$ cat src/rtl/trpd_pkg.sv
package trpd_pkg;

  // raster and count geometry
  localparam int SCREEN_WIDTH  = 320;
  localparam int SCREEN_HEIGHT = 240;
  localparam int COUNT_BITS    = 14;
  localparam int PALETTE_SIZE  = 52;
  localparam int LETTERS       = 26;
  localparam int QUEUE_DEPTH   = 2;

  // widths fixed by the span fields
  localparam int COL_W = 9;
  localparam int ROW_W = 8;
  localparam int LEN_W = 9;
  localparam int CLR_W = 16;

  // run counter width, wide enough to compare against a row's room
  localparam int CMP_W  = (COUNT_BITS > LEN_W) ? COUNT_BITS : LEN_W;
  localparam int QPTR_W = (QUEUE_DEPTH > 1) ? $clog2(QUEUE_DEPTH) : 1;
  localparam int QCNT_W = $clog2(QUEUE_DEPTH + 1);

  localparam logic [COUNT_BITS-1:0] COUNT_MAX = '1;
  localparam logic [5:0]            PAL_NONE  = 6'(PALETTE_SIZE);

  // character codes
  localparam logic [7:0] CHAR_NUL   = 8'h00;
  localparam logic [7:0] CHAR_ZERO  = 8'h30;
  localparam logic [7:0] CHAR_NINE  = 8'h39;
  localparam logic [7:0] CHAR_UP_A  = 8'h41;
  localparam logic [7:0] CHAR_UP_Z  = 8'h5A;
  localparam logic [7:0] CHAR_LOW_A = 8'h61;
  localparam logic [7:0] CHAR_LOW_Z = 8'h7A;

  // run release command, front to back
  typedef struct packed {
    logic [CLR_W-1:0]      color;
    logic [COUNT_BITS-1:0] count;
    logic                  at_end;
    logic                  has_run;
  } cmd_t;

  typedef enum logic {
    BK_IDLE,
    BK_RUN
  } back_state_e;

  function automatic logic [CLR_W-1:0] rgb565(logic [7:0] r, logic [7:0] g, logic [7:0] b);
    return {r[7:3], g[7:2], b[7:3]};
  endfunction

  function automatic logic [CLR_W-1:0] palette_color(logic [5:0] idx);
    logic [CLR_W-1:0] c;
    unique case (idx)
      6'd0:  c = rgb565(8'd63,  8'd67,  8'd40);
      6'd1:  c = rgb565(8'd95,  8'd113, 8'd50);
      6'd2:  c = rgb565(8'd148, 8'd173, 8'd57);
      6'd3:  c = rgb565(8'd194, 8'd214, 8'd79);
      6'd4:  c = rgb565(8'd239, 8'd243, 8'd124);
      6'd5:  c = rgb565(8'd227, 8'd230, 8'd172);
      6'd6:  c = rgb565(8'd165, 8'd198, 8'd124);
      6'd7:  c = rgb565(8'd115, 8'd154, 8'd112);
      6'd8:  c = rgb565(8'd77,  8'd102, 8'd89);
      6'd9:  c = rgb565(8'd52,  8'd63,  8'd65);
      6'd10: c = rgb565(8'd40,  8'd46,  8'd59);
      6'd11: c = rgb565(8'd26,  8'd31,  8'd46);
      6'd12: c = rgb565(8'd30,  8'd49,  8'd75);
      6'd13: c = rgb565(8'd47,  8'd76,  8'd108);
      6'd14: c = rgb565(8'd61,  8'd128, 8'd163);
      6'd15: c = rgb565(8'd99,  8'd196, 8'd204);
      6'd16: c = rgb565(8'd154, 8'd229, 8'd213);
      6'd17: c = rgb565(8'd229, 8'd239, 8'd239);
      6'd18: c = rgb565(8'd186, 8'd201, 8'd205);
      6'd19: c = rgb565(8'd141, 8'd153, 8'd164);
      6'd20: c = rgb565(8'd105, 8'd111, 8'd128);
      6'd21: c = rgb565(8'd65,  8'd68,  8'd83);
      6'd22: c = rgb565(8'd184, 8'd161, 8'd194);
      6'd23: c = rgb565(8'd126, 8'd101, 8'd155);
      6'd24: c = rgb565(8'd92,  8'd58,  8'd111);
      6'd25: c = rgb565(8'd57,  8'd39,  8'd94);
      6'd26: c = rgb565(8'd47,  8'd25,  8'd62);
      6'd27: c = rgb565(8'd78,  8'd26,  8'd73);
      6'd28: c = rgb565(8'd123, 8'd35,  8'd76);
      6'd29: c = rgb565(8'd178, 8'd54,  8'd87);
      6'd30: c = rgb565(8'd209, 8'd105, 8'd116);
      6'd31: c = rgb565(8'd237, 8'd170, 8'd163);
      6'd32: c = rgb565(8'd238, 8'd203, 8'd144);
      6'd33: c = rgb565(8'd225, 8'd168, 8'd69);
      6'd34: c = rgb565(8'd197, 8'd120, 8'd53);
      6'd35: c = rgb565(8'd141, 8'd72,  8'd48);
      6'd36: c = rgb565(8'd228, 8'd114, 8'd89);
      6'd37: c = rgb565(8'd195, 8'd60,  8'd64);
      6'd38: c = rgb565(8'd141, 8'd54,  8'd73);
      6'd39: c = rgb565(8'd92,  8'd43,  8'd52);
      6'd40: c = rgb565(8'd60,  8'd37,  8'd43);
      6'd41: c = rgb565(8'd104, 8'd64,  8'd57);
      6'd42: c = rgb565(8'd130, 8'd86,  8'd70);
      6'd43: c = rgb565(8'd183, 8'd120, 8'd98);
      6'd44: c = rgb565(8'd125, 8'd89,  8'd93);
      6'd45: c = rgb565(8'd83,  8'd59,  8'd65);
      6'd46: c = rgb565(8'd63,  8'd51,  8'd59);
      6'd47: c = rgb565(8'd43,  8'd34,  8'd42);
      6'd48: c = rgb565(8'd109, 8'd78,  8'd75);
      6'd49: c = rgb565(8'd134, 8'd112, 8'd102);
      6'd50: c = rgb565(8'd180, 8'd157, 8'd126);
      6'd51: c = rgb565(8'd196, 8'd198, 8'd184);
      default: c = '0;
    endcase
    return c;
  endfunction

endpackage

$ cat src/rtl/trpd_front.sv
module trpd_front (
  input  logic                clk_i,
  input  logic                rst_ni,
  input  logic                in_valid_i,
  output logic                in_stall_o,
  input  logic [7:0]          code_byte_i,
  input  logic                full_i,
  output logic                push_o,
  output trpd_pkg::cmd_t      cmd_o
);

  logic                                 pending_q, pending_d;
  logic [trpd_pkg::CLR_W-1:0]           color_q, color_d;
  logic [trpd_pkg::COUNT_BITS-1:0]      count_q, count_d;
  logic                                 accept;
  logic                                 is_zero, is_digit;
  logic [5:0]                           pal_idx;
  logic [trpd_pkg::COUNT_BITS+3:0]      acc;

  assign in_stall_o = full_i;
  assign accept     = in_valid_i && !full_i;

  assign is_zero  = (code_byte_i == trpd_pkg::CHAR_NUL);
  assign is_digit = (code_byte_i >= trpd_pkg::CHAR_ZERO) && (code_byte_i <= trpd_pkg::CHAR_NINE);

  // count * 10 + digit
  assign acc = {count_q, 3'b000} + {2'b00, count_q, 1'b0}
             + {(trpd_pkg::COUNT_BITS)'(0), code_byte_i[3:0]};

  always_comb begin
    if (code_byte_i >= trpd_pkg::CHAR_UP_A && code_byte_i <= trpd_pkg::CHAR_UP_Z) begin
      pal_idx = 6'(code_byte_i - trpd_pkg::CHAR_UP_A);
    end else if (code_byte_i >= trpd_pkg::CHAR_LOW_A && code_byte_i <= trpd_pkg::CHAR_LOW_Z) begin
      pal_idx = 6'(code_byte_i - trpd_pkg::CHAR_LOW_A) + 6'(trpd_pkg::LETTERS);
    end else begin
      pal_idx = trpd_pkg::PAL_NONE;
    end
  end

  always_comb begin
    pending_d     = pending_q;
    color_d       = color_q;
    count_d       = count_q;
    push_o        = 1'b0;
    cmd_o.color   = color_q;
    cmd_o.count   = count_q;
    cmd_o.at_end  = 1'b0;
    cmd_o.has_run = pending_q;
    if (accept) begin
      if (is_zero) begin
        // terminator: flush the run, and the position resets in the back end
        push_o       = 1'b1;
        cmd_o.at_end = 1'b1;
        pending_d    = 1'b0;
        count_d      = '0;
      end else if (pending_q && is_digit) begin
        if (acc > {4'b0000, trpd_pkg::COUNT_MAX}) begin
          count_d = trpd_pkg::COUNT_MAX;
        end else begin
          count_d = acc[trpd_pkg::COUNT_BITS-1:0];
        end
      end else begin
        push_o    = pending_q;
        pending_d = 1'b1;
        count_d   = '0;
        if (pal_idx < trpd_pkg::PAL_NONE) begin
          color_d = trpd_pkg::palette_color(pal_idx);
        end
      end
    end
  end

  always_ff @(posedge clk_i or negedge rst_ni) begin
    if (!rst_ni) begin
      pending_q <= 1'b0;
      color_q   <= '0;
      count_q   <= '0;
    end else begin
      pending_q <= pending_d;
      color_q   <= color_d;
      count_q   <= count_d;
    end
  end

endmodule

$ cat src/rtl/trpd_queue.sv
module trpd_queue (
  input  logic           clk_i,
  input  logic           rst_ni,
  input  logic           push_i,
  input  trpd_pkg::cmd_t cmd_i,
  output logic           full_o,
  input  logic           pop_i,
  output logic           empty_o,
  output trpd_pkg::cmd_t cmd_o
);

  trpd_pkg::cmd_t                 mem_q [trpd_pkg::QUEUE_DEPTH];
  logic [trpd_pkg::QPTR_W-1:0]    wr_ptr_q, rd_ptr_q;
  logic [trpd_pkg::QCNT_W-1:0]    cnt_q;
  logic                           do_push, do_pop;

  assign full_o  = (cnt_q == trpd_pkg::QCNT_W'(trpd_pkg::QUEUE_DEPTH));
  assign empty_o = (cnt_q == '0);
  assign do_push = push_i && !full_o;
  assign do_pop  = pop_i && !empty_o;
  assign cmd_o   = mem_q[rd_ptr_q];

  function automatic logic [trpd_pkg::QPTR_W-1:0] ptr_inc(logic [trpd_pkg::QPTR_W-1:0] p);
    if (p == trpd_pkg::QPTR_W'(trpd_pkg::QUEUE_DEPTH - 1)) begin
      return '0;
    end
    return p + 1'b1;
  endfunction

  always_ff @(posedge clk_i) begin
    if (do_push) begin
      mem_q[wr_ptr_q] <= cmd_i;
    end
  end

  always_ff @(posedge clk_i or negedge rst_ni) begin
    if (!rst_ni) begin
      wr_ptr_q <= '0;
      rd_ptr_q <= '0;
      cnt_q    <= '0;
    end else begin
      if (do_push) begin
        wr_ptr_q <= ptr_inc(wr_ptr_q);
      end
      if (do_pop) begin
        rd_ptr_q <= ptr_inc(rd_ptr_q);
      end
      if (do_push && !do_pop) begin
        cnt_q <= cnt_q + 1'b1;
      end else if (do_pop && !do_push) begin
        cnt_q <= cnt_q - 1'b1;
      end
    end
  end

endmodule

$ cat src/rtl/trpd_back.sv
module trpd_back (
  input  logic                        clk_i,
  input  logic                        rst_ni,
  input  logic                        empty_i,
  input  trpd_pkg::cmd_t              cmd_i,
  output logic                        pop_o,
  output logic                        out_valid_o,
  input  logic                        out_stall_i,
  output logic [trpd_pkg::COL_W-1:0]  span_x_o,
  output logic [trpd_pkg::ROW_W-1:0]  span_y_o,
  output logic [trpd_pkg::LEN_W-1:0]  span_length_o,
  output logic [trpd_pkg::CLR_W-1:0]  pixel_color_o,
  output logic                        run_last_o,
  output logic                        image_end_o
);

  trpd_pkg::back_state_e             state_q, state_d;
  logic [trpd_pkg::COL_W-1:0]        col_q, col_d;
  logic [trpd_pkg::ROW_W-1:0]        row_q, row_d;
  logic [trpd_pkg::CMP_W-1:0]        left_q, left_d;
  logic [trpd_pkg::CLR_W-1:0]        color_q, color_d;
  logic                              at_end_q, at_end_d;

  logic                              ov_q, ov_d;
  logic                              load;
  logic [trpd_pkg::COL_W-1:0]        ox_q;
  logic [trpd_pkg::ROW_W-1:0]        oy_q;
  logic [trpd_pkg::LEN_W-1:0]        olen_q;
  logic [trpd_pkg::CLR_W-1:0]        ocolor_q;
  logic                              olast_q, oend_q;

  logic                              out_ready;
  logic                              below;
  logic [trpd_pkg::COL_W-1:0]        room;
  logic [trpd_pkg::LEN_W-1:0]        len;
  logic                              wraps, last;
  logic [trpd_pkg::CMP_W-1:0]        new_left;

  assign out_ready = !ov_q || !out_stall_i;
  assign below     = ({1'b0, row_q} >= (trpd_pkg::ROW_W+1)'(trpd_pkg::SCREEN_HEIGHT));
  assign room      = trpd_pkg::COL_W'(trpd_pkg::SCREEN_WIDTH) - col_q;

  always_comb begin
    if (left_q <= trpd_pkg::CMP_W'(room)) begin
      len = left_q[trpd_pkg::LEN_W-1:0];
    end else begin
      len = room;
    end
  end

  assign wraps    = (len == room);
  assign new_left = left_q - trpd_pkg::CMP_W'(len);
  assign last     = (new_left == '0) ||
                    (wraps && (({1'b0, row_q} + 1'b1) ==
                               (trpd_pkg::ROW_W+1)'(trpd_pkg::SCREEN_HEIGHT)));

  always_comb begin
    state_d  = state_q;
    col_d    = col_q;
    row_d    = row_q;
    left_d   = left_q;
    color_d  = color_q;
    at_end_d = at_end_q;
    pop_o    = 1'b0;
    load     = 1'b0;
    unique case (state_q)
      trpd_pkg::BK_IDLE: begin
        if (!empty_i) begin
          pop_o = 1'b1;
          if (cmd_i.has_run) begin
            color_d  = cmd_i.color;
            at_end_d = cmd_i.at_end;
            left_d   = (cmd_i.count == '0) ? trpd_pkg::CMP_W'(1)
                                           : trpd_pkg::CMP_W'(cmd_i.count);
            state_d  = trpd_pkg::BK_RUN;
          end else if (cmd_i.at_end) begin
            col_d = '0;
            row_d = '0;
          end
        end
      end
      trpd_pkg::BK_RUN: begin
        if (below) begin
          state_d = trpd_pkg::BK_IDLE;
          if (at_end_q) begin
            col_d = '0;
            row_d = '0;
          end
        end else if (out_ready) begin
          load   = 1'b1;
          left_d = new_left;
          if (wraps) begin
            col_d = '0;
            row_d = row_q + 1'b1;
          end else begin
            col_d = col_q + len;
          end
          if (last) begin
            state_d = trpd_pkg::BK_IDLE;
            if (at_end_q) begin
              col_d = '0;
              row_d = '0;
            end
          end
        end
      end
      default: state_d = trpd_pkg::BK_IDLE;
    endcase
  end

  always_comb begin
    ov_d = ov_q;
    if (load) begin
      ov_d = 1'b1;
    end else if (!out_stall_i) begin
      ov_d = 1'b0;
    end
  end

  always_ff @(posedge clk_i or negedge rst_ni) begin
    if (!rst_ni) begin
      state_q  <= trpd_pkg::BK_IDLE;
      col_q    <= '0;
      row_q    <= '0;
      left_q   <= '0;
      color_q  <= '0;
      at_end_q <= 1'b0;
      ov_q     <= 1'b0;
    end else begin
      state_q  <= state_d;
      col_q    <= col_d;
      row_q    <= row_d;
      left_q   <= left_d;
      color_q  <= color_d;
      at_end_q <= at_end_d;
      ov_q     <= ov_d;
    end
  end

  always_ff @(posedge clk_i) begin
    if (load) begin
      ox_q     <= col_q;
      oy_q     <= row_q;
      olen_q   <= len;
      ocolor_q <= color_q;
      olast_q  <= last;
      oend_q   <= at_end_q;
    end
  end

  assign out_valid_o   = ov_q;
  assign span_x_o      = ox_q;
  assign span_y_o      = oy_q;
  assign span_length_o = olen_q;
  assign pixel_color_o = ocolor_q;
  assign run_last_o    = olast_q;
  assign image_end_o   = oend_q;

endmodule

$ cat src/rtl/text_rle_palette_decoder_unit.sv
// Palette run-length image decoder. Code bytes enter one beat per cycle on the
// input channel: a letter picks an RGB565 palette color (A-Z entries 0-25, a-z
// entries 26-51), any other symbol reuses the last color, and decimal digits
// after a symbol give its run count (none or zero means one pixel, saturating
// at 16383). A run is drawn when the next symbol or a zero byte arrives; it
// leaves as horizontal spans, one beat per span, cut at the row end and
// wrapping to the next row; spans below the last row are dropped. A zero byte
// flushes the pending run with image_end set and homes the position to the top
// left. Timing: the front end takes a byte every cycle while its two-entry
// command queue has room; the back end takes a run from the queue while idle
// and then emits its spans, one per cycle while the output is not stalled.
// The front end stalls only when the queue is full.
module text_rle_palette_decoder_unit (
  input  logic                        clk_i,
  input  logic                        rst_ni,
  // code byte beats
  input  logic                        in_valid_i,
  output logic                        in_stall_o,
  input  logic [7:0]                  code_byte_i,
  // span beats
  output logic                        out_valid_o,
  input  logic                        out_stall_i,
  output logic [trpd_pkg::COL_W-1:0]  span_x_o,
  output logic [trpd_pkg::ROW_W-1:0]  span_y_o,
  output logic [trpd_pkg::LEN_W-1:0]  span_length_o,
  output logic [trpd_pkg::CLR_W-1:0]  pixel_color_o,
  output logic                        run_last_o,
  output logic                        image_end_o
);

  // release commands between the classifier and the span generator
  trpd_pkg::cmd_t push_cmd, pop_cmd;
  logic           push, pop, q_full, q_empty;

  // front end: tracks the pending symbol, its color and its count
  trpd_front u_front (
    .clk_i       (clk_i),
    .rst_ni      (rst_ni),
    .in_valid_i  (in_valid_i),
    .in_stall_o  (in_stall_o),
    .code_byte_i (code_byte_i),
    .full_i      (q_full),
    .push_o      (push),
    .cmd_o       (push_cmd)
  );

  // short queue so long runs do not block byte intake at once
  trpd_queue u_queue (
    .clk_i   (clk_i),
    .rst_ni  (rst_ni),
    .push_i  (push),
    .cmd_i   (push_cmd),
    .full_o  (q_full),
    .pop_i   (pop),
    .empty_o (q_empty),
    .cmd_o   (pop_cmd)
  );

  // back end: owns the raster position and emits the spans
  trpd_back u_back (
    .clk_i         (clk_i),
    .rst_ni        (rst_ni),
    .empty_i       (q_empty),
    .cmd_i         (pop_cmd),
    .pop_o         (pop),
    .out_valid_o   (out_valid_o),
    .out_stall_i   (out_stall_i),
    .span_x_o      (span_x_o),
    .span_y_o      (span_y_o),
    .span_length_o (span_length_o),
    .pixel_color_o (pixel_color_o),
    .run_last_o    (run_last_o),
    .image_end_o   (image_end_o)
  );

endmodule

$ cat config.mk
export PLATFORM = sky130hd
export DESIGN_NAME = text_rle_palette_decoder_unit
export DESIGN_NICKNAME = d
export VERILOG_FILES = /design/src/rtl/trpd_pkg.sv /design/src/rtl/trpd_front.sv /design/src/rtl/trpd_queue.sv /design/src/rtl/trpd_back.sv /design/src/rtl/text_rle_palette_decoder_unit.sv
export SDC_FILE = /design/constraint.sdc
export NUM_CORES = 1
export LEC_CHECK = 0
export BUFFER_PORTS_ARGS = -buffer_cell sky130_fd_sc_hd__clkbuf_2
export CAP_MARGIN = 0
export CORE_MARGIN = 2
export CORE_UTILIZATION = 63
export DETAILED_ROUTE_END_ITERATION = 10
export PLACE_DENSITY = 0.84
export SLEW_MARGIN = 20
export SYNTH_ARGS = -nofsm -noshare
export SYNTH_HDL_FRONTEND = slang
export SYNTH_SLANG_ARGS = --single-unit
$ cat constraint.sdc
create_clock -name clk_i -period 8.11 [get_ports clk_i]
set_clock_uncertainty 0.15 [all_clocks]
set_input_delay 1.622 -clock clk_i [delete_from_list [all_inputs] [get_ports clk_i]]
set_output_delay 1.622 -clock clk_i [all_outputs]
set_load 0.01 [all_outputs]
==> summary.md, run 1 <==
| Metric | Value |
|---|---|
| Lkg Pwr | 5.392 nW |
| CP required | 8.28 ns |
| TritonCTS clock tree | done |
| Clock-pin slew on the worst setup and hold paths | 0.07 ns |
| Gate Count Post-Synth | 1245 |
| Cells after DPL | 1480 |
| Fmax | 0.1409 GHz |
| DRT iter0 DRCs | 904 |
| N_diodes | 0 |
| # DRC | 0 |
| RSZ-0062 raised after global routing | no |
| Final slew viol count | 0 |
| Fin util | 0.6975 |
| Largest net degree at the start of global routing | 54 |
| Hold Path Class | flip-flop to flip-flop |
| Count of final setup violators | 0 |
| Cells along the critical path | inv_1 > ha_1 > nand2b_1 > o21ai_1 > nor2b_1 > xnor2_1 > ha_1 > nand3b_1 > nor4_4 > or4b_4 > nand3_4 > nand2_4 > o21ai_0 > ha_1 > inv_1 > ha_1 > or4b_2 > a2111oi_0 > nand4_1 > a2111oi_4 > a21oi_4 > a21o_1 > a22o_1 |
| Clock root cell | clkbuf_16 |
| R2r startpoint | u_back.col_q[1] |
| Clk_lat worst skew | 0.43 ns |
| Pwr Total | 3.235 mW |
| Yosys warns | 0 |
| Detailed-router iteration count before antenna repair | 5 |
| CP endpoint kind | flip-flop |
| Synth area leader | edfxtp_1 |
| Critical Path Source | u_back.col_q[1] |
| Pint | 2.060 mW |
| Initial Utilization | 0.6456 |
| Antenna violation net count after detailed routing | 0 |
| Avg Inst Size Synth | 9.732 sq um |
| Psw | 1.175 mW |
| Layout Cells excl Fill | 1512 |
| Max-cap violations | 0 |
| Slew Limit Headroom | 0.3946 |
| CORE AREA | 18770 sq um |
| Overall routing resource usage | 0.2858 |
| Sequential fraction of the synthesis area | 0.4432 |
| TritonCTS Buffers | 17 |
| Horiz. Die Dim | 142.7 microns |
| Clk network pwr share | 0.238 |
| Total vias in the final route | 9821 |
| CP max stage delay | 0.61 ns |
| Post-Syn Area | 12120 sq um |
| Synthesized Nets | 1327 |
| CP delay by family, top | simple AND/OR/NAND/NOR gates |
| CP Buf/Inv Count | 2 |
| Routability cong. | 0.9779 |
| Register share of total power | 0.445 |
| Final Hold Vio Count | 0 |
| Most frequent CP cell | ha_1 |
| Sw Share | 0.3631 |
| Die height | 142.7 microns |
| Critical path's slowest cell | or4b_2 |
| Port Buf Inserts | 57 |
| Final-layout fill cell count | 1420 |
| Final global-route overflow total | 0 |
| Htree depth | 4 |
| CP Class | flip-flop to flip-flop |
| IO Pins | 58 |
| CTS Buffer Depth | 2 |
| Largest cells by area after synthesis | edfxtp_1 27%, dfrtp_1 18%, ha_1 6.9% |
| Pwr Density | 247.1 nW/um^2 |
| Vias in the first global route | 9225 |
| Post-DP Area | 12540 sq um |
| Combinational share of power | 0.317 |
| Post-DP HPWL | 19.83 mm |
| Die ar. | 20360 sq um |
| Post-synth top flop | edfxtp_1 |
| Initial antenna violation count | 0 |
| Post-CTS Repair Setup Buffers | 0 |
| Peak VDD IR | 0.1810 mV |
| Setup TNS | 0 ns |
| Final Cell Area | 13090 sq um |
| EDFF count, synth | 108 |
| Minimum clock period | 7.099 ns |
| CTS sink cnt | 193 |
| Area grow syn2layout | 8.034% |
| Post-synthesis cell type count | 100 |
| Ys async rst share | 0.4404 |
| Fin Hold WS | 0.3027 ns |
| Hold Startpoint | u_back.color_q[4] |
| Startpoint types | flip-flop |
| DP Worst Slack | 1.202 ns |
| Synth top area share | 0.2677 |
| Post-cts sizing count | 0 |
| Rows | 50 |
| Nets | 1347 |
| #FFs+latches synth | 193 |
| Critical Path AT | 7.27 ns |
| Crit share post-route | 0.8753 |
| CTS Hold Bufs | 0 |
| Routed vias/inst | 6.495 |
| DRT Wirelength | 28.32 mm |
| Run status | finished clean |
| First-pass GRT wire length | 46.59 mm |
| Layout cells sized above 1 | 0.1307 |
| Final worst slack | 1.011 ns |
| Crit-path max FO | 17 |
| Worst-margin pin slew | 0.9059 ns |
| Post-DR wirelength/cell | 18.73 microns |
==> per-layer routing <==
layer / GRT usage / vias up / wire [microns]
met4: 0.08338 / 0 / 499
met5: 0 / - / 0
met1: 0.4049 / 4706 / 12530
li1: - / 4640 / -
met2: 0.4608 / 424 / 13450
met3: 0.04326 / 51 / 1842
==> power groups by stage <==
stage | combinational (mW) | sequential (mW) | clock [mW]
floorplan | 0.775 | 1.39 | 0
global placement | 0.976 | 1.44 | 0
detailed placement | 0.999 | 1.45 | 0
CTS | 1.01 | 1.44 | 0.779
global route | 1.13 | 1.46 | 0.815
finish | 1.03 | 1.44 | 0.770
==> cells in the final DEF, fill, tap and decap left out, types with 9 or more instances in the layout <==
cell type and count:
nand2_1 123, nor2_1 122, edfxtp_1 108, o21ai_0 103, a21oi_1 92, dfrtp_1 85, ha_1 67, clkbuf_2 56
inv_1 43, mux2i_1 29, xnor2_1 22, nand3_1 21, o211ai_1 19, nor3_1 17, clkbuf_16 17, buf_4 16
xor2_1 14, a21o_1 14, o22ai_1 14, mux2_2 14, a211oi_1 13, a31oi_1 13, o21ai_1 12, nor2b_1 12
or2_2 12, nand2b_1 9, o31ai_1 9, and2_1 9
==> cell type report <==
type	instances	area (sq um)	share of cell area
repair buffers	72	400.4	0.03059
flip-flops and latches	193	5370	0.4102
clock inverters	14	112.6	0.008603
multi-input cells	937	6320	0.4828
well taps	234	292.8	0.02237
inverters	44	165.2	0.01262
clock buffers	18	429.2	0.03279
==> synth_stat cells (5+ instances only) <==
master,instances
nand2_1,123
nor2_1,122
edfxtp_1,108
o21ai_0,103
a21oi_1,93
dfrtp_1,85
ha_1,67
clkbuf_1,54
inv_1,43
mux2i_1,30
xnor2_1,22
nand3_1,21
o211ai_1,19
nor3_1,17
a21o_1,14
mux2_2,14
o22ai_1,14
xor2_1,14
a211oi_1,13
a31oi_1,13
nor2b_1,13
o21ai_1,12
or2_2,12
and2_1,10
nand2b_1,9
o31ai_1,9
and3_1,8
buf_1,8
nand3b_1,8
nor4_1,8
or3_1,8
a221oi_1,7
buf_2,7
a221o_1,6
a22o_1,6
a22oi_1,6
a311oi_1,6
nand4_1,5
o2bb2ai_1,5
==> state kept, by name, indices dropped and copies added (netlist names), 2 cells and up <==
signal and flops:
u_back.col_q 9, u_back.span_y_o 8, u_back.left_q 14, u_back.span_length_o 9, u_back.pixel_color_o 16, u_front.color_q 16, u_front.count_q 14, u_queue.mem_q 64
u_back.span_x_o 9, u_queue.cnt_q 2, u_back.row_q 8, u_back.color_q 16
==> logic make-up after synthesis <==
logic type | synth area share
AND/OR/NAND/NOR | 0.1586
AO/OA/AOI/OAI | 0.2109
flip-flops | 0.4432
buffers and inverters | 0.03728
adder cells (fa/ha/maj) | 0.07931
multiplexers | 0.03965
XOR/XNOR | 0.03108
==> worst paths after layout <==
kind | to | slack, ns | cells past startpoint
min | u_back.pixel_color_o[4] | 0.30 | 0
min reg2reg | u_back.pixel_color_o[4] | 0.30 | 0
max reg2reg | u_back.col_q[2] | 1.01 | 23
min in group asynchronous | u_back.col_q[0] | 0.98 | 1
max | u_back.col_q[2] | 1.01 | 23
max in group asynchronous | u_front.color_q[10] | 5.78 | 2
==> worst register-to-register path: cells and delay by family, from the launching register on <==
| family | cells | cell delay [ns] |
|---|---|---|
| adder cells (fa/ha/maj) | 4 | 1.17 |
| AO/OA/AOI/OAI | 7 | 2.24 |
| XOR/XNOR | 1 | 0.13 |
| AND/OR/NAND/NOR | 9 | 2.62 |
| buffers and inverters | 2 | 0.18 |
| flip-flops | 1 | 0.50 |
Power figures use the tool's default switching activity.
==> run 2, diff against run 1 <==
--- a/config.mk
+++ b/config.mk
@@ -10,6 +10,7 @@
 export CORE_MARGIN = 2
 export CORE_UTILIZATION = 63
 export DETAILED_ROUTE_END_ITERATION = 10
+export GPL_TIMING_DRIVEN = 0
 export PLACE_DENSITY = 0.84
 export SLEW_MARGIN = 20
 export SYNTH_ARGS = -nofsm -noshare
==> run 2 against run 1 <==
Core utilization is 1.7 points higher. Worst setup slack worse by 0.45 ns. Register-to-register slack worse by 0.45 ns. First-iteration DRC count is 12% higher. Critical path type unchanged. Critical endpoint is now u_back.row_q[2]. Largest cell class unchanged. Largest power group unchanged. Highest routed layer unchanged.
==> summary.md, run 2 (synthesized netlist as in run 1, its figures left out) <==
| Metric | Value |
|---|---|
| Routability cong. | 0.9868 (+0.91%) |
| Hold path cells | 0 (unchanged) |
| Commonest cells after routing, fill and taps aside | 123 x nand2_1, 121 x nor2_1, 108 x edfxtp_1 |
| Final-layout fill cell count | 1392 (-2.0%) |
| Layout Cells excl Fill | 1572 (+4.0%) |
| Levels on crit path | 26 (+13%) |
| DRT Wirelength | 31.73 mm (+12%) |
| Largest net degree at the start of global routing | 86 (+59%) |
| Post-CTS Repair Setup Buffers | 0 (unchanged) |
| Horiz. Die Dim | 142.7 microns (unchanged) |
| Psw | 1.244 mW (+5.9%) |
| Clk_lat worst skew | 0.44 ns (about the same) |
| Commonest non-fill, non-tap cell in the layout | nand2_1 |
| Count of final setup violators | 0 (unchanged) |
| Fin util | 0.7146 (+0.01713) |
| Area grow syn2layout | 10.69% |
| Htree depth | 4 (unchanged) |
| Worst-margin pin slew | 0.9822 ns (+0.07629 ns) |
| Final global-route overflow total | 0 (unchanged) |
| Slew Limit Headroom | 0.3452 (-0.04940) |
| Final Hold Vio Count | 0 (unchanged) |
| TritonCTS clock tree | done |
| DP Worst Slack | 0.5844 ns (-0.6172 ns) |
| Clk network pwr share | 0.253 (+0.015) |
| Vias in the first global route | 9945 (+7.8%) |
| Critical path's slowest cell | or4b_4 |
| Setup TNS | 0 ns (unchanged) |
| Pint | 2.128 mW (+3.3%) |
| Detailed-router iteration count before antenna repair | 5 (unchanged) |
| Antenna violation net count after detailed routing | 0 (unchanged) |
| Post-DP HPWL | 22.93 mm (+16%) |
| Clock root cell | clkbuf_16 |
| CTS Hold Bufs | 0 (unchanged) |
| Pwr Density | 251.4 nW/um^2 (+1.7%) |
| Nets | 1407 (+4.5%) |
| Port Buf Inserts | 57 (unchanged) |
| First-pass GRT wire length | 51.26 mm (+10%) |
| N_diodes | 0 (unchanged) |
| Critical Path AT | 7.71 ns (+0.44 ns) |
| Die ar. | 20360 sq um (unchanged) |
| Final worst slack | 0.5608 ns (-0.4501 ns) |
| CTS sink cnt | 193 (unchanged) |
| Clock-pin slew on the worst setup and hold paths | 0.08 ns (about the same) |
| Hold Path Class | flip-flop to flip-flop |
| Peak VDD IR | 0.1581 mV (-13%) |
| Fmax | 0.1325 GHz (-6.0%) |
| CP endpoint kind | flip-flop |
| Pwr Total | 3.372 mW (+4.2%) |
| Initial Utilization | 0.6456 (unchanged) |
| CP required | 8.27 ns (about the same) |
| Post-DR wirelength/cell | 20.18 microns (+7.8%) |
| DRT iter0 DRCs | 1009 (+12%) |
| CP Buf/Inv Count | 4 (+2) |
| CORE AREA | 18770 sq um (unchanged) |
| Worst r2r path cells | 26 (+13%) |
| CP delay by family, top | simple AND/OR/NAND/NOR gates |
| Lkg Pwr | 5.512 nW (+2.2%) |
| Max-cap violations | 0 (unchanged) |
| RSZ-0062 raised after global routing | no |
| Layout cells sized above 1 | 0.1248 (-0.005860) |
| Startpoint types | flip-flop |
| Minimum clock period | 7.549 ns (+0.4501 ns) |
| Combinational share of power | 0.326 (+0.009) |
| TritonCTS Buffers | 17 (unchanged) |
| Crit-path max FO | 10 (-7) |
| Cells after DPL | 1540 (+4.1%) |
| Final slew viol count | 0 (unchanged) |
| Crit share post-route | 0.9308 (+0.05550) |
| Rows | 50 (unchanged) |
| CP Class | flip-flop to flip-flop |
| # DRC | 0 (unchanged) |
| Register share of total power | 0.421 (-0.024) |
| Overall routing resource usage | 0.3224 (+0.03652) |
| Largest reg by FF count | u_queue.mem_q |
| Post-cts sizing count | 0 (unchanged) |
| Run status | finished clean |
| Routed vias/inst | 6.524 (+0.43%) |
| CTS Buffer Depth | 2 (unchanged) |
| Die height | 142.7 microns (unchanged) |
| Total vias in the final route | 10260 (+4.4%) |
| Max reg flops | 64 (unchanged) |
| Sw Share | 0.3689 (+0.005760) |
| IO Pins | 58 (unchanged) |
| CP max stage delay | 0.54 ns (-0.07 ns) |
| Initial antenna violation count | 0 (unchanged) |
-- run 2: cell types whose count changed in the layout (fill, tap and decap cells not counted), sizes merged --
cell	change
buf	+5
bufinv	+1
clkbuf	+54
clkinv	-3
clkinvlp	-1
inv	+4
-- run 2: power groups by stage --
| stage | registers (mW) | logic [mW] | clock network (mW) |
|---|---|---|---|
| floorplan | 1.39 | 0.775 | 0 |
| global placement | 1.42 | 1.01 | 0 |
| detailed placement | 1.43 | 1.06 | 0 |
| CTS | 1.42 | 1.08 | 0.857 |
| global route | 1.44 | 1.20 | 0.901 |
| finish | 1.42 | 1.10 | 0.854 |
-- run 2: cell type report --
| type | instances | area [sq um] | area share |
|---|---|---|---|
| Clock buffer | 17 | 425.4 | 0.03172 |
| Multi-Input combinational cell | 937 | 6306 | 0.4702 |
| Inverter | 44 | 165.2 | 0.01231 |
| Tap cell | 234 | 292.8 | 0.02183 |
| Sequential cell | 193 | 5370 | 0.4004 |
| Timing Repair Buffer | 61 | 376.6 | 0.02808 |
| Clock inverter | 15 | 187.7 | 0.01399 |
| Buffer | 71 | 287.8 | 0.02146 |
-- run 2: per-layer routing --
layer	wire length, microns	GRT usage	part of all wire
met5	0	0	0
met3	2245	0.05902	0.071
met1	13720	0.4375	0.43
met2	14830	0.5202	0.47
met4	934	0.1209	0.029
-- run 2: worst register-to-register path: stages, from the launching register on --
cell       delay, ns
dfrtp_1         0.42
clkbuf_1        0.23
or3_1           0.41
o21ai_1         0.33
nor2b_1         0.21
xnor2_1         0.15
ha_1            0.36
nand3b_1        0.14
nor4_4          0.38
or4b_4          0.54
nand3_4         0.17
nand2_4         0.10
clkbuf_1        0.28
o21ai_1         0.38
ha_1            0.30
inv_1           0.09
ha_1            0.18
clkbuf_1        0.22
maj3_1          0.40
nor2_1          0.10
nor4_1          0.05
a2111oi_0       0.38
nand4_1         0.27
a2111oi_4       0.51
nand2_4         0.16
a221o_1         0.37
o2bb2ai_1       0.15
-- run 2: path summary, 6_finish.rpt --
| check | from | endpoint | slack [ns] |
|---|---|---|---|
| max reg2reg | u_back.col_q[5] | u_back.row_q[2] | 0.56 |
| min | u_back.color_q[11] | u_back.pixel_color_o[11] | 0.30 |
| min in group asynchronous | rst_ni | u_back.col_q[2] | 1.06 |
| max | u_back.col_q[5] | u_back.row_q[2] | 0.56 |
| max in group asynchronous | rst_ni | u_back.color_q[4] | 6.23 |
| min reg2reg | u_back.color_q[11] | u_back.pixel_color_o[11] | 0.30 |
-- run 2: per-stage QoR --
step	hold slack (ns)	instance area, sq um
global placement	0.2794	12690
detailed placement	0.2842	12800
CTS	0.2963	13410
floorplan	0.2696	12120
global route	0.3036	13410
finish	0.2972	13410
==> run 3, diff against run 2 <==
--- a/config.mk
+++ b/config.mk
@@ -7,6 +7,7 @@
 export LEC_CHECK = 0
 export BUFFER_PORTS_ARGS = -buffer_cell sky130_fd_sc_hd__clkbuf_2
 export CAP_MARGIN = 0
+export CORE_ASPECT_RATIO = 1.1
 export CORE_MARGIN = 2
 export CORE_UTILIZATION = 63
 export DETAILED_ROUTE_END_ITERATION = 10
==> run 3 against run 2 <==
Core utilization shrank 0.47 points. Critical endpoint is now u_back.row_q[0]. Highest routed layer unchanged. Non-clock buffer count up 1. Largest cell class unchanged. Sequential power barely moved. Sequential cell count is the same. Largest power group unchanged. Combinational power about the same. Routed wire length increased by 0.23%.
==> summary.md, run 3 (synthesized netlist as in run 1, its figures left out) <==
| Metric | Value |
|---|---|
| Area grow syn2layout | 11.11% |
| Met3 Routed Length | 1.973 mm (-12%) |
| Total vias in the final route | 10320 (+0.63%) |
| TritonCTS clock tree | done |
| Area occupied by multi-input gates | 6306 sq um (unchanged) |
| RSZ-0062 raised after global routing | no |
| Die ar. | 20360 sq um (about the same) |
| WL met1 | 13.04 mm (-4.9%) |
| Minimum clock period | 7.690 ns (+0.1405 ns) |
| Overall routing resource usage | 0.3208 (-0.001553) |
| Layout Cells excl Fill | 1586 (+0.89%) |
| Nets | 1408 (+0.071%) |
| Pint | 2.186 mW (+2.7%) |
| Initial antenna violation count | 0 (unchanged) |
| Fmax | 0.1300 GHz (-1.8%) |
| CP endpoint kind | flip-flop |
| Antenna violation net count after detailed routing | 0 (unchanged) |
| CORE AREA | 18970 sq um (+1.1%) |
| Clock-pin slew on the worst setup and hold paths | 0.08 ns (about the same) |
| Post-DR wirelength/cell | 20.05 microns (-0.66%) |
| Peak VDD IR | 0.1528 mV (-3.4%) |
| Largest net degree at the start of global routing | 86 (unchanged) |
| CP required | 8.26 ns (about the same) |
| Pwr Density | 253.7 nW/um^2 (+0.93%) |
| Routed vias/inst | 6.507 (-0.25%) |
| Reg2reg end | u_back.row_q[0] |
| Fin util | 0.7099 (-0.004744) |
| CTS Buffer Depth | 2 (unchanged) |
| Clock root cell | clkbuf_16 |
| Commonest cells after routing, fill and taps aside | 123 x nand2_1, 121 x nor2_1, 108 x edfxtp_1 |
| CP Class | flip-flop to flip-flop |
| Crit share post-route | 0.9482 (+0.01732) |
| Hold Startpoint | u_back.color_q[13] |
| Rows | 53 (+6.0%) |
| Final slew viol count | 0 (unchanged) |
| Die height | 149.5 microns (+4.7%) |
| Top sig layer | met4 |
| Horiz. Die Dim | 136.2 microns (-4.5%) |
| DRT iter0 DRCs | 1063 (+5.4%) |
| Sw Share | 0.3601 (-0.008818) |
| Max-cap violations | 0 (unchanged) |
| Clk network pwr share | 0.265 (+0.012) |
| Worst r2r path cells | 26 (unchanged) |
| Max reg flops | 64 (unchanged) |
| DRT Wirelength | 31.80 mm (+0.23%) |
| IO Pins | 58 (unchanged) |
| Initial Utilization | 0.6389 (-0.006729) |
| Pwr Total | 3.416 mW (+1.3%) |
| Htree depth | 4 (unchanged) |
| Startpoint types | flip-flop |
| Final global-route overflow total | 0 (unchanged) |
| Hold Crit Endpoint | u_back.pixel_color_o[13] |
| Reg area | 5370 sq um (unchanged) |
| Commonest non-fill, non-tap cell in the layout | nand2_1 |
| # DRC | 0 (unchanged) |
| Run status | finished clean |
| Layout cells sized above 1 | 0.1262 (+0.001400) |
| Worst-margin pin slew | 1.083 ns (+0.1005 ns) |
| Register share of total power | 0.414 (-0.007) |
| R2r startpoint | u_back.col_q[1] |
| Crit-path max FO | 10 (unchanged) |
| Critical Path AT | 7.84 ns (+0.13 ns) |
| Routed wl met2 | 15.32 mm (+3.3%) |
| Lkg Pwr | 5.529 nW (+0.30%) |
| CTS sink cnt | 193 (unchanged) |
| Largest reg by FF count | u_queue.mem_q |
| Slew Limit Headroom | 0.2782 (-0.06697) |
| N_diodes | 0 (unchanged) |
| Clk_lat worst skew | 0.44 ns (about the same) |
| First-pass GRT wire length | 51.41 mm (+0.28%) |
| Cells after DPL | 1553 (+0.84%) |
| Routability cong. | 1.003 (+1.6%) |
| Count of final setup violators | 0 (unchanged) |
| Port Buf Inserts | 57 (unchanged) |
| Vias in the first global route | 10170 (+2.3%) |
| Hold Path Class | flip-flop to flip-flop |
| Combinational share of power | 0.321 (-0.005) |
| Final Hold Vio Count | 0 (unchanged) |
| TritonCTS Buffers | 17 (unchanged) |
| Final-layout fill cell count | 1385 (-0.50%) |
| Psw | 1.230 mW (-1.1%) |
| Setup TNS | 0 ns (unchanged) |
| Post-DP HPWL | 22.93 mm (about the same) |
| Hold path cells | 0 (unchanged) |
| R2r setup slk | 0.42 ns (-0.14 ns) |
| Detailed-router iteration count before antenna repair | 6 (+1) |
## run 3: cell type report
type,count,share of cell area
Timing Repair Buffer,62,0.02853
Multi-Input combinational cell,937,0.4684
Clock buffer,17,0.03160
Inverter,44,0.01227
Clock inverter,15,0.01599
Sequential cell,193,0.3989
Tap cell,247,0.02296
Buffer,71,0.02138
## run 3: metal layers
layer,vias to the layer above,global-route usage
li1,4769,-
met1,4914,0.4061
met2,505,0.5344
met3,132,0.05081
met4,0,0.1615
met5,-,0
## run 3: timing repair
| action | in CTS | in global routing |
|---|---|---|
| hold buffers | 0 | 0 |
| setup endpoints to repair | 0 | 12 |
| setup buffers | 0 | 1 |
| resized for setup | 0 | 0 |
## run 3: how the worst max path moves through the flow
stage	startpoint	to	slack (ns)	depth (start not counted)
final	u_back.col_q[1]	u_back.row_q[0]	0.42	26
after detailed placement	u_back.col_q[0]	u_back.row_q[6]	0.48	25
after CTS	u_back.col_q[1]	u_back.row_q[0]	0.38	25
after floorplan	u_back.col_q[5]	u_back.row_q[2]	1.64	23
after global placement	code_byte_i[0]	u_front.color_q[2]	0.51	17
after global routing	u_back.col_q[1]	u_back.row_q[0]	0.007	26
## run 3: power groups by stage
| stage | Combinational [mW] | Clock [mW] | Sequential, mW |
|---|---|---|---|
| after floorplan | 0.775 | 0 | 1.39 |
| after global placement | 1.02 | 0 | 1.41 |
| after detailed placement | 1.07 | 0 | 1.43 |
| after CTS | 1.08 | 0.907 | 1.41 |
| after global routing | 1.20 | 0.943 | 1.44 |
| final | 1.10 | 0.904 | 1.42 |
## run 3: worst max-delay path, cell delays in order (launching register included)
cell	delay, ns
dfrtp_1	0.51
inv_1	0.10
ha_1	0.26
nand2b_1	0.16
o21ai_1	0.32
nor2b_1	0.21
xnor2_1	0.15
ha_1	0.35
nand3b_1	0.17
nor4_4	0.41
or4b_4	0.54
nand3_4	0.17
nand2_4	0.11
clkbuf_1	0.29
o21ai_0	0.44
ha_1	0.35
inv_1	0.09
ha_1	0.30
or4b_2	0.62
a2111oi_0	0.40
nand4_1	0.25
a2111oi_4	0.32
buf_4	0.23
a21oi_4	0.12
buf_2	0.24
o21ai_1	0.14
o31ai_1	0.12
## run 3: through the flow
step | setup slack, ns | cell area [sq um] | hold WS, ns
3_3_place_gp | 0.5089 | 12710 | 0.2798
3_5_place_dp | 0.4768 | 12810 | 0.2815
5_1_grt | 0.007176 | 13460 | 0.3029
6_report | 0.4204 | 13460 | 0.3005
2_1_floorplan | 1.641 | 12120 | 0.2696
4_1_cts | 0.3760 | 13460 | 0.2990
